[config.mk]
export PLATFORM = sky130hd
export DESIGN_NAME = sorted_priority_queue
export DESIGN_NICKNAME = d
export VERILOG_FILES = /design/src/spq_pkg.sv /design/src/sorted_priority_queue.sv /design/src/spq_ctrl.sv /design/src/spq_dpath.sv
export SDC_FILE = /design/constraint.sdc
export NUM_CORES = 2
export LEC_CHECK = 0
export BUFFER_PORTS_ARGS = -buffer_cell sky130_fd_sc_hd__buf_4
export CAP_MARGIN = 20
export CORE_MARGIN = 2
export CORE_UTILIZATION = 50
export CTS_CLUSTER_SIZE = 16
export DETAILED_ROUTE_END_ITERATION = 7
export PLACE_DENSITY = 0.66
export SYNTH_ARGS = -nofsm -noshare
export SYNTH_HDL_FRONTEND = slang
export SYNTH_SLANG_ARGS = --single-unit
[constraint.sdc]
create_clock -name clk -period 17.6 [get_ports clk]
set_input_delay 0.88 -clock clk [delete_from_list [all_inputs] [get_ports clk]]
set_output_delay 0.88 -clock clk [all_outputs]
set_load 0.005 [all_outputs]
[src/spq_pkg.sv]
`timescale 1ns / 1ps
// ----------------------------------------------------------------------------
// spq_pkg
// Shared sizes, codes and types for the sorted priority queue.
// ----------------------------------------------------------------------------
package spq_pkg;

  // Storage and field sizes
  localparam int QUEUE_DEPTH = 16;
  localparam int ELEM_W      = 32;
  localparam int PRIO_W      = 16;
  localparam int CNT_W       = $clog2(QUEUE_DEPTH + 1);
  localparam int CFG_W       = 5;
  localparam int CNT_OUT_W   = 5;
  localparam int STATUS_W    = 2;
  localparam int LIM_W       = (CNT_W > CFG_W) ? CNT_W : CFG_W;

  // Stream word layouts
  localparam int IN_FIELDS_W  = ELEM_W + PRIO_W;
  localparam int IN_DATA_W    = ((IN_FIELDS_W + 7) / 8) * 8;
  localparam int OUT_FIELDS_W = ELEM_W + PRIO_W + STATUS_W + 2 + CNT_OUT_W;
  localparam int OUT_DATA_W   = ((OUT_FIELDS_W + 7) / 8) * 8;

  // Reset value of the capacity limit
  localparam logic [CFG_W-1:0] CAP_RESET = CFG_W'(16);

  // Operation codes carried in tuser
  typedef enum logic {
    OP_INSERT  = 1'b0,
    OP_EXTRACT = 1'b1
  } op_t;

  // Result status codes
  typedef enum logic [STATUS_W-1:0] {
    ST_DONE      = 2'd0,
    ST_EMPTY     = 2'd1,
    ST_FULL      = 2'd2
  } status_t;

  // Controller states
  typedef enum logic {
    S_IDLE = 1'b0,
    S_EXEC = 1'b1
  } state_t;

  // Commands from controller to datapath
  typedef struct packed {
    logic load;   // capture the input word
    logic exec;   // apply the captured operation, load the result word
  } ctrl_cmd_t;

endpackage

[src/sorted_priority_queue.sv]
`timescale 1ns / 1ps
// ----------------------------------------------------------------------------
// sorted_priority_queue
// Bounded priority queue held sorted by descending priority.
// ----------------------------------------------------------------------------
// Each input word is an insert (tuser 0) or an extract of the head (tuser 1),
// and each gives one result word. Inserts land behind every entry of equal or
// higher priority, so ties leave in arrival order. Each word is captured,
// then executed: all entries compare against the new priority in parallel
// and shift by one place; a result waiting at the output holds off the next
// capture until the sink takes it. cfg_data sets the count
// at which the queue reports full (values above the depth act as the depth);
// write it only while the queue is idle. No clearing pass is needed after
// reset.
module sorted_priority_queue import spq_pkg::*; (
  input  logic                  clk,
  input  logic                  rst_n,
  // element [31:0], priority [47:32]
  input  logic [IN_DATA_W-1:0]  in_tdata,
  // func [0]: 0 insert, 1 extract
  input  logic [0:0]            in_tuser,
  input  logic                  in_tvalid,
  output logic                  in_tready,
  // element [31:0], priority [47:32], status [49:48], is_empty [50],
  // is_full [51], entry_count [56:52]
  output logic [OUT_DATA_W-1:0] out_tdata,
  output logic                  out_tvalid,
  input  logic                  out_tready,
  input  logic [CFG_W-1:0]      cfg_data,
  input  logic                  cfg_valid,
  output logic                  cfg_ready
);

  ctrl_cmd_t cmd;

  assign cfg_ready = 1'b1;

  spq_ctrl u_ctrl (
    .clk        (clk),
    .rst_n      (rst_n),
    .in_tvalid  (in_tvalid),
    .in_tready  (in_tready),
    .out_tvalid (out_tvalid),
    .out_tready (out_tready),
    .cmd        (cmd)
  );

  spq_dpath u_dpath (
    .clk       (clk),
    .rst_n     (rst_n),
    .cmd       (cmd),
    .in_tdata  (in_tdata),
    .in_tuser  (in_tuser),
    .cfg_we    (cfg_valid && cfg_ready),
    .cfg_data  (cfg_data),
    .out_tdata (out_tdata)
  );

  // An accepted word shows a result once its execute state has loaded the result word
  a_accept_to_result: assert property (@(posedge clk) disable iff (!rst_n)
    in_tvalid && in_tready |-> ##2 out_tvalid)
    else $error("accepted word gave no result");

  // No capture while the previous word is still executing
  a_no_back_to_back: assert property (@(posedge clk) disable iff (!rst_n)
    in_tvalid && in_tready |=> !in_tready)
    else $error("capture during execute");

  // Reported count never exceeds the depth
  a_count_range: assert property (@(posedge clk) disable iff (!rst_n)
    out_tvalid |-> (out_tdata[56:52] <= CNT_OUT_W'(QUEUE_DEPTH)))
    else $error("count above depth");

  // Empty flag agrees with the count
  a_empty_flag: assert property (@(posedge clk) disable iff (!rst_n)
    out_tvalid |-> (out_tdata[50] == (out_tdata[56:52] == '0)))
    else $error("empty flag mismatch");

  // An error status never carries an extracted element
  a_err_zero: assert property (@(posedge clk) disable iff (!rst_n)
    out_tvalid && (out_tdata[49:48] != ST_DONE) |-> (out_tdata[47:0] == '0))
    else $error("payload on error status");

endmodule

[src/spq_ctrl.sv]
`timescale 1ns / 1ps
// ----------------------------------------------------------------------------
// spq_ctrl
// Handshake controller: accepts a word, runs the execute state, and keeps
// the result word valid until the sink takes it.
// ----------------------------------------------------------------------------
module spq_ctrl import spq_pkg::*; (
  input  logic      clk,
  input  logic      rst_n,
  input  logic      in_tvalid,
  output logic      in_tready,
  output logic      out_tvalid,
  input  logic      out_tready,
  output ctrl_cmd_t cmd
);

  state_t state_r, state_nxt;
  logic   out_valid_r, out_valid_nxt;

  // State and output-valid registers
  always_ff @(posedge clk) begin
    if (!rst_n) begin
      state_r     <= S_IDLE;
      out_valid_r <= 1'b0;
    end else begin
      state_r     <= state_nxt;
      out_valid_r <= out_valid_nxt;
    end
  end

  // Next state and commands
  always_comb begin
    state_nxt     = state_r;
    in_tready     = 1'b0;
    cmd.load      = 1'b0;
    cmd.exec      = 1'b0;
    out_valid_nxt = out_valid_r && !out_tready;
    case (state_r)
      S_IDLE: begin
        // result slot is free by the execute cycle
        in_tready = !out_valid_r || out_tready;
        if (in_tvalid && in_tready) begin
          cmd.load  = 1'b1;
          state_nxt = S_EXEC;
        end
      end
      S_EXEC: begin
        cmd.exec      = 1'b1;
        out_valid_nxt = 1'b1;
        state_nxt     = S_IDLE;
      end
      default: state_nxt = S_IDLE;
    endcase
  end

  assign out_tvalid = out_valid_r;

endmodule

[src/spq_dpath.sv]
`timescale 1ns / 1ps
// ----------------------------------------------------------------------------
// spq_dpath
// Sorted entry registers with a compare per entry, count, capacity limit
// and the result register.
// ----------------------------------------------------------------------------
module spq_dpath import spq_pkg::*; (
  input  logic                  clk,
  input  logic                  rst_n,
  input  ctrl_cmd_t             cmd,
  input  logic [IN_DATA_W-1:0]  in_tdata,
  input  logic [0:0]            in_tuser,
  input  logic                  cfg_we,
  input  logic [CFG_W-1:0]      cfg_data,
  output logic [OUT_DATA_W-1:0] out_tdata
);

  // Captured input word
  op_t                op_r;
  logic [ELEM_W-1:0]  elem_r;
  logic [PRIO_W-1:0]  prio_r;

  // Entries, head at index 0
  logic [ELEM_W-1:0]  ent_elem_r [QUEUE_DEPTH];
  logic [PRIO_W-1:0]  ent_prio_r [QUEUE_DEPTH];
  logic [CNT_W-1:0]   cnt_r, cnt_nxt;
  logic [CFG_W-1:0]   cap_r;

  logic [OUT_DATA_W-1:0] out_r;

  logic [LIM_W-1:0]   lim;
  logic               full_now;
  logic               empty_now;
  logic               do_ins;
  logic               do_ext;
  logic [QUEUE_DEPTH-1:0] ge;
  status_t            status;
  logic [ELEM_W-1:0]  eout;
  logic [PRIO_W-1:0]  pout;
  logic               full_after;

  // Input capture
  always_ff @(posedge clk) begin
    if (cmd.load) begin
      op_r   <= op_t'(in_tuser[0]);
      elem_r <= in_tdata[ELEM_W-1:0];
      prio_r <= in_tdata[ELEM_W +: PRIO_W];
    end
  end

  // Capacity register
  always_ff @(posedge clk) begin
    if (!rst_n) begin
      cap_r <= CAP_RESET;
    end else if (cfg_we) begin
      cap_r <= cfg_data;
    end
  end

  // Effective limit, clamped to the depth
  always_comb begin
    if (LIM_W'(cap_r) > LIM_W'(QUEUE_DEPTH)) begin
      lim = LIM_W'(QUEUE_DEPTH);
    end else begin
      lim = LIM_W'(cap_r);
    end
  end

  assign full_now  = LIM_W'(cnt_r) >= lim;
  assign empty_now = (cnt_r == '0);
  assign do_ins    = (op_r == OP_INSERT) && !full_now;
  assign do_ext    = (op_r == OP_EXTRACT) && !empty_now;

  // Per-entry compare: held entry stays ahead of the new one
  for (genvar i = 0; i < QUEUE_DEPTH; i++) begin : g_cmp
    assign ge[i] = (CNT_W'(i) < cnt_r) && ($signed(ent_prio_r[i]) >= $signed(prio_r));
  end

  // Entry update: insert opens a slot after the last ge entry, extract shifts up
  for (genvar i = 0; i < QUEUE_DEPTH; i++) begin : g_ent
    always_ff @(posedge clk) begin
      if (cmd.exec) begin
        if (do_ins && !ge[i]) begin
          if (i == 0) begin
            ent_elem_r[i] <= elem_r;
            ent_prio_r[i] <= prio_r;
          end else if (ge[(i > 0) ? i - 1 : 0]) begin
            ent_elem_r[i] <= elem_r;
            ent_prio_r[i] <= prio_r;
          end else begin
            ent_elem_r[i] <= ent_elem_r[(i > 0) ? i - 1 : 0];
            ent_prio_r[i] <= ent_prio_r[(i > 0) ? i - 1 : 0];
          end
        end else if (do_ext && (i < QUEUE_DEPTH - 1)) begin
          ent_elem_r[i] <= ent_elem_r[(i < QUEUE_DEPTH - 1) ? i + 1 : i];
          ent_prio_r[i] <= ent_prio_r[(i < QUEUE_DEPTH - 1) ? i + 1 : i];
        end
      end
    end
  end

  // Count and result fields
  always_comb begin
    cnt_nxt = cnt_r;
    status  = ST_DONE;
    eout    = '0;
    pout    = '0;
    if (op_r == OP_INSERT) begin
      if (full_now) begin
        status = ST_FULL;
      end else begin
        cnt_nxt = cnt_r + CNT_W'(1);
      end
    end else begin
      if (empty_now) begin
        status = ST_EMPTY;
      end else begin
        cnt_nxt = cnt_r - CNT_W'(1);
        eout    = ent_elem_r[0];
        pout    = ent_prio_r[0];
      end
    end
  end

  assign full_after = LIM_W'(cnt_nxt) >= lim;

  // Count register
  always_ff @(posedge clk) begin
    if (!rst_n) begin
      cnt_r <= '0;
    end else if (cmd.exec) begin
      cnt_r <= cnt_nxt;
    end
  end

  // Result word register
  always_ff @(posedge clk) begin
    if (cmd.exec) begin
      out_r <= OUT_DATA_W'({CNT_OUT_W'(cnt_nxt), full_after, (cnt_nxt == '0),
                            status, pout, eout});
    end
  end

  assign out_tdata = out_r;

endmodule

# Word-level counts from Yosys, hierarchy flattened
# Memory sizes are Yosys's and may differ from the RTL's.
# Index checks and enable logic that the tools add are counted.
dict set report word_totals {
  regBits 118
  mem_bits_rw 768
  in_bits 59
  out_inout_bits 67
  wordCells 412
  mem_count 2
}
# memory words word_bits read_ports rd_ports_with_merged_regs wr line
set mem_list {}
lappend mem_list {u_dpath.ent_elem_r 16 32 16 0 16 spq_dpath.sv:24} ;# logic [ELEM_W-1:0] ent_elem_r [QUEUE_DEPTH];
lappend mem_list {u_dpath.ent_prio_r 16 16 16 0 16 spq_dpath.sv:25} ;# logic [PRIO_W-1:0] ent_prio_r [QUEUE_DEPTH];
dict set report classes {
  add_sub_neg 2
  magnitude_cmp 35
  n_mux 242
  bitwise_logic 62
  reduce_logical 60
}
# operator n
set ops {}
lappend ops {{$mux 32} 30}
lappend ops {{$mux 16} 30}
lappend ops {{$ge 16x16->1} 16}
lappend ops {{$mux 1} 175}
lappend ops {{$or 1x1->1} 60}
lappend ops {{$lt 4x5->1 const A} 8}
lappend ops {{$logic_and 1x1->1} 36}
lappend ops {{$logic_not 1->1} 20}
lappend ops {{$lt 3x5->1 const A} 4}
lappend ops {{$mux 5} 4}
lappend ops {{$ge 5x5->1} 2}
lappend ops {{$logic_not 5->1} 2}
lappend ops {{$lt 1x5->1 const A} 2}
lappend ops {{$lt 2x5->1 const A} 2}
lappend ops {{$add 5x1->5 const B} 1}
lappend ops {{$gt 5x5->1 const B} 1}
lappend ops {{$sub 5x1->5 const B} 1}
lappend ops {{$mux 2} 2}
lappend ops {{$not 1->1} 2}
lappend ops {{$pmux 1 s2} 1}
lappend ops {{$reduce_or 2->1} 1}
lappend ops {{$logic_or 1x1->1} 1}

# Depth between registers and ports, before layout
dict set report logic_depth {
  ltp_word 11
  mapped_depth 15
  mapped_depth_nobuf 15
}

# By module
# A second synthesis with hierarchy kept.
dict set report hier_totals {
  cells_unflattened 4007
  hier_area_um2 47096.4
}
# mod instances cells_each area_each_um2 seq_area_each_um2
set by_module_without_submodules {}
lappend by_module_without_submodules {spq_dpath 1 3996 46981.3 26445.4}
lappend by_module_without_submodules {spq_ctrl 1 9 103.8 40.0}
lappend by_module_without_submodules {sorted_priority_queue 1 2 11.3 0.0}

# Worst setup path after synthesis
# No wires, ideal clock.
dict set report synth_path {
  kind {register -> register}
  startpoint {register u_ctrl.state_r}
  endpoint {memory u_dpath.ent_elem_r[1][0], in the netlist u_dpath.ent_elem_r[0][32], enable pin}
  setup_time_ps 520
  arrival_ps 6107
  required_time_ps 17080
  setup_slack_ps 10973
  path_stages_with_launch 7
  path_buffers 3
  synth_period_minus_slack_ps 6627
  cell_sequence {dfxtp_1 > buf_2 > nand2_1 > a211o_1 > clkbuf_1 > clkbuf_1 > o21ai_0}
}
# item line
set synth_lines {}
lappend synth_lines {{start, declared} spq_ctrl.sv:17} ;# state_t state_r, state_nxt;
lappend synth_lines {{start signal, assigned} spq_ctrl.sv:26} ;# state_r <= state_nxt;
lappend synth_lines {{end, declared} spq_dpath.sv:24}

==> results.md <==
- Leak pwr: 0.0187 µW
- Die width: 314 µm
- Antenna Nets Post-Route: 0
- Syn Inst Count: 4044
- Metal2 WL: 73500 µm
- First-pass GRT wire length: 223000 µm
- Yosys warns: 0
- Core footprint: 95200 µm²
- Top layer in use: met4
- # fillers: 7943
- Clk Latency, worst-skew pair: 0.69 ns
- GRT Resource Usage Total: 29.0%
- Utilization after layout: 55.6%
- Routed wire length: 147000 µm
- Status: completed
- Worst min-delay path class: input pin to flop
- Fin Setup TNS: 0 ns
- Seq/Total Area, Yosys: 55.1%
- Synth area leaders: edfxtp_1, a221o_1, ha_1
- Number of port buffers: 117
- Longest Clk Path Bufs: 3
- Worst ir drop on vdd: 0.0000806 V
- Fin crit share: 28.9%
- Clock skew: 0.0428 ns
- Crit path time final: 5.08 ns
- FFs w/ async S/R, synth: 0%
- Routed WL per cell: 27.9 µm
- CP endpoint kind: flop
- Die Footprint: 98600 µm²
- Synth cell types: 70
- DR iter-0 viols: 4018
- Flop2flop setup slack: 12.52 ns
- PD cells: 102 nW/µm²
- Antenna fix cells: 0
- Tightest Pin Transition: 1.15 ns
- Slew headroom: 23.3%
- Vias in the first global route: 36.1k
- Critical path arrival: 5.37 ns
- Clock root buffer master: clkbuf_16
- Routability cong.: 0.884
- Worst EP required: 17.89 ns
- Initial antenna violation count: 0
- Seq cells post-synth: 886
- GRT overflow: 0
- Worst setup path endpoint: u_dpath.ent_prio_r[1][57]
- WL met3: 9470 µm
- Worst setup SP type: flop
- Pins Over Slew Limit: 0
- Cts bufs inserted: 97
- Avg Vias per Cell: 7.00
- Setup violations, final: 0
- Post-synth top area share: 54.6%
- Setup bufs post-CTS: 0
- RSZ-0062 raised after global routing: false
- Max-Cap Viols: 0
- Post-synth top flop: edfxtp_1
- Crit-path max FO: 168
- Area leader, netlist: edfxtp_1
- Worst flop-to-flop path endpoint: u_dpath.ent_prio_r[1][57]
- Multi-input gate area: 19700 µm²
- Syn avg cell area: 11.9 µm²
- H-tree depth: 3
- TritonCTS clock tree: built
- Post-synth EDFFs: 874
- DR pass1 iterations: 6
- Worst reg2reg path depth: 9
- Cts hold-fix bufs: 0
- HP Start: in_tdata[33]
- Count of final hold-check violations: 0
- Row count: 113
- CTS resizes: 0
- Layout cells sized above 1: 10.9%
- Starting density of the core: 50.5%
- Fmax achieved: 197 MHz
- Die Y: 314 µm
- DRT met1 WL: 57100 µm
- Layout area overhead: 10.0%
- Largest net degree at the start of global routing: 196
- Nets@finish: 4254
- Synth Cell Area: 48100 µm²
- Number of I/O pins: 126
- R2r startpoint: u_dpath.cnt_r[1]
- Reg clk slew, reported paths: 0.06 ns
- Crit path from: u_dpath.cnt_r[1]
- Post-route DRC: 0
- DR vias: 36.9k
- Detailed placement HPWL: 95800 µm
- Crit path kind: flop to flop
- Register Area: 26500 µm²
- Sink Count: 886
[registers in the layout, indices dropped and copies added, names as in the netlist, 5 cells and up]
| signal | flops |
|---|---|
| u_dpath.ent_elem_r | 512 |
| u_dpath.ent_prio_r | 256 |
| u_dpath.out_tdata | 57 |
| u_dpath.elem_r | 32 |
| u_dpath.prio_r | 16 |
| u_dpath.cap_r | 5 |
| u_dpath.cnt_r | 5 |
[power breakdown]
group / internal, µW / total, µW / switching, µW
Clock: 1200 / 2100 / 896
Combinational: 267 / 716 / 449
Sequential: 2490 / 2580 / 88.9
Total: 3950 / 5390 / 1430
[final cells by class]
| cell class | count | share of cell area [%] |
|---|---|---|
| Clock buffer | 123 | 4.79 |
| Clock inverter | 56 | 1.22 |
| Inverter | 97 | 0.688 |
| Multi-Input combinational cell | 2643 | 37.2 |
| Sequential cell | 886 | 50.1 |
| Tap cell | 1265 | 2.99 |
| Timing Repair Buffer | 201 | 3.05 |
[metrics by stage]
stage	cells	hold slack [ns]	setup WS, ns	instance area, µm²	total power (µW)
finish	5271	0.373	12.52	52900	5390
global route	5271	0.350	12.25	52900	5550
floorplan	4050	0.452	10.97	48100	3080
CTS	5268	0.341	12.57	52800	5390
detailed placement	5089	0.488	12.62	49600	3320
global placement	5086	0.474	12.72	49600	3300
[cell usage after synthesis (57+ instances only)]
master    instances
a21oi_1         465
a221o_1         476
inv_1            97
nand4_1         107
o221ai_1         57
edfxtp_1        874
a31oi_1          66
ha_1            269
o211ai_1        151
o21ai_0          69
buf_2            86
nand2_1         335
nor2_1           67
clkbuf_1        293
[worst max-delay path, cell delays in order (launching register included)]
cell     delay (ns)
dfxtp_1        0.65
inv_1          0.16
ha_1           0.24
or4b_1         0.17
buf_4          0.43
and3_4         0.64
buf_4          0.61
buf_12         0.62
or2_2          0.46
buf_4          0.51
[cell usage in the layout, fill, tap and decap left out, types with 52 or more instances in the layout]
master	count
edfxtp_1	874
a221o_1	475
a21oi_1	460
nand2_1	330
ha_1	269
buf_4	191
o211ai_1	151
nand4_1	107
inv_1	97
clkbuf_16	97
o21ai_0	67
a31oi_1	66
nor2_1	66
o221ai_1	57
nor3_1	55
o2111ai_1	53
and3_1	52
[how the worst min path moves through the flow]
stage,to,slack [ns],depth (start not counted)
after global routing,u_dpath.elem_r[20],0.35,1
after CTS,u_dpath.prio_r[3],0.34,1
after detailed placement,u_dpath.cap_r[0],0.49,2
after floorplan,u_dpath.cap_r[0],0.45,2
after global placement,u_dpath.cap_r[0],0.47,2
final,u_dpath.prio_r[1],0.37,1
[per-layer routing]
layer	up-vias	GRT usage, %
li1	16246	-
met1	18524	37.3
met2	1750	49.5
met3	388	3.52
met4	0	12.6
met5	-	0
[logic make-up after synthesis]
group	synth area share, %
and+or+nand+nor	8.43
other	0.0156
AOI/OAI and AO/OA	23.6
muxes	1.27
DFF	55.1
xor gates and xnor gates	0.0729
adders and majority gates	7.00
buffers and inverters	4.54
No activity file was read; power rests on OpenSTA's default activity.
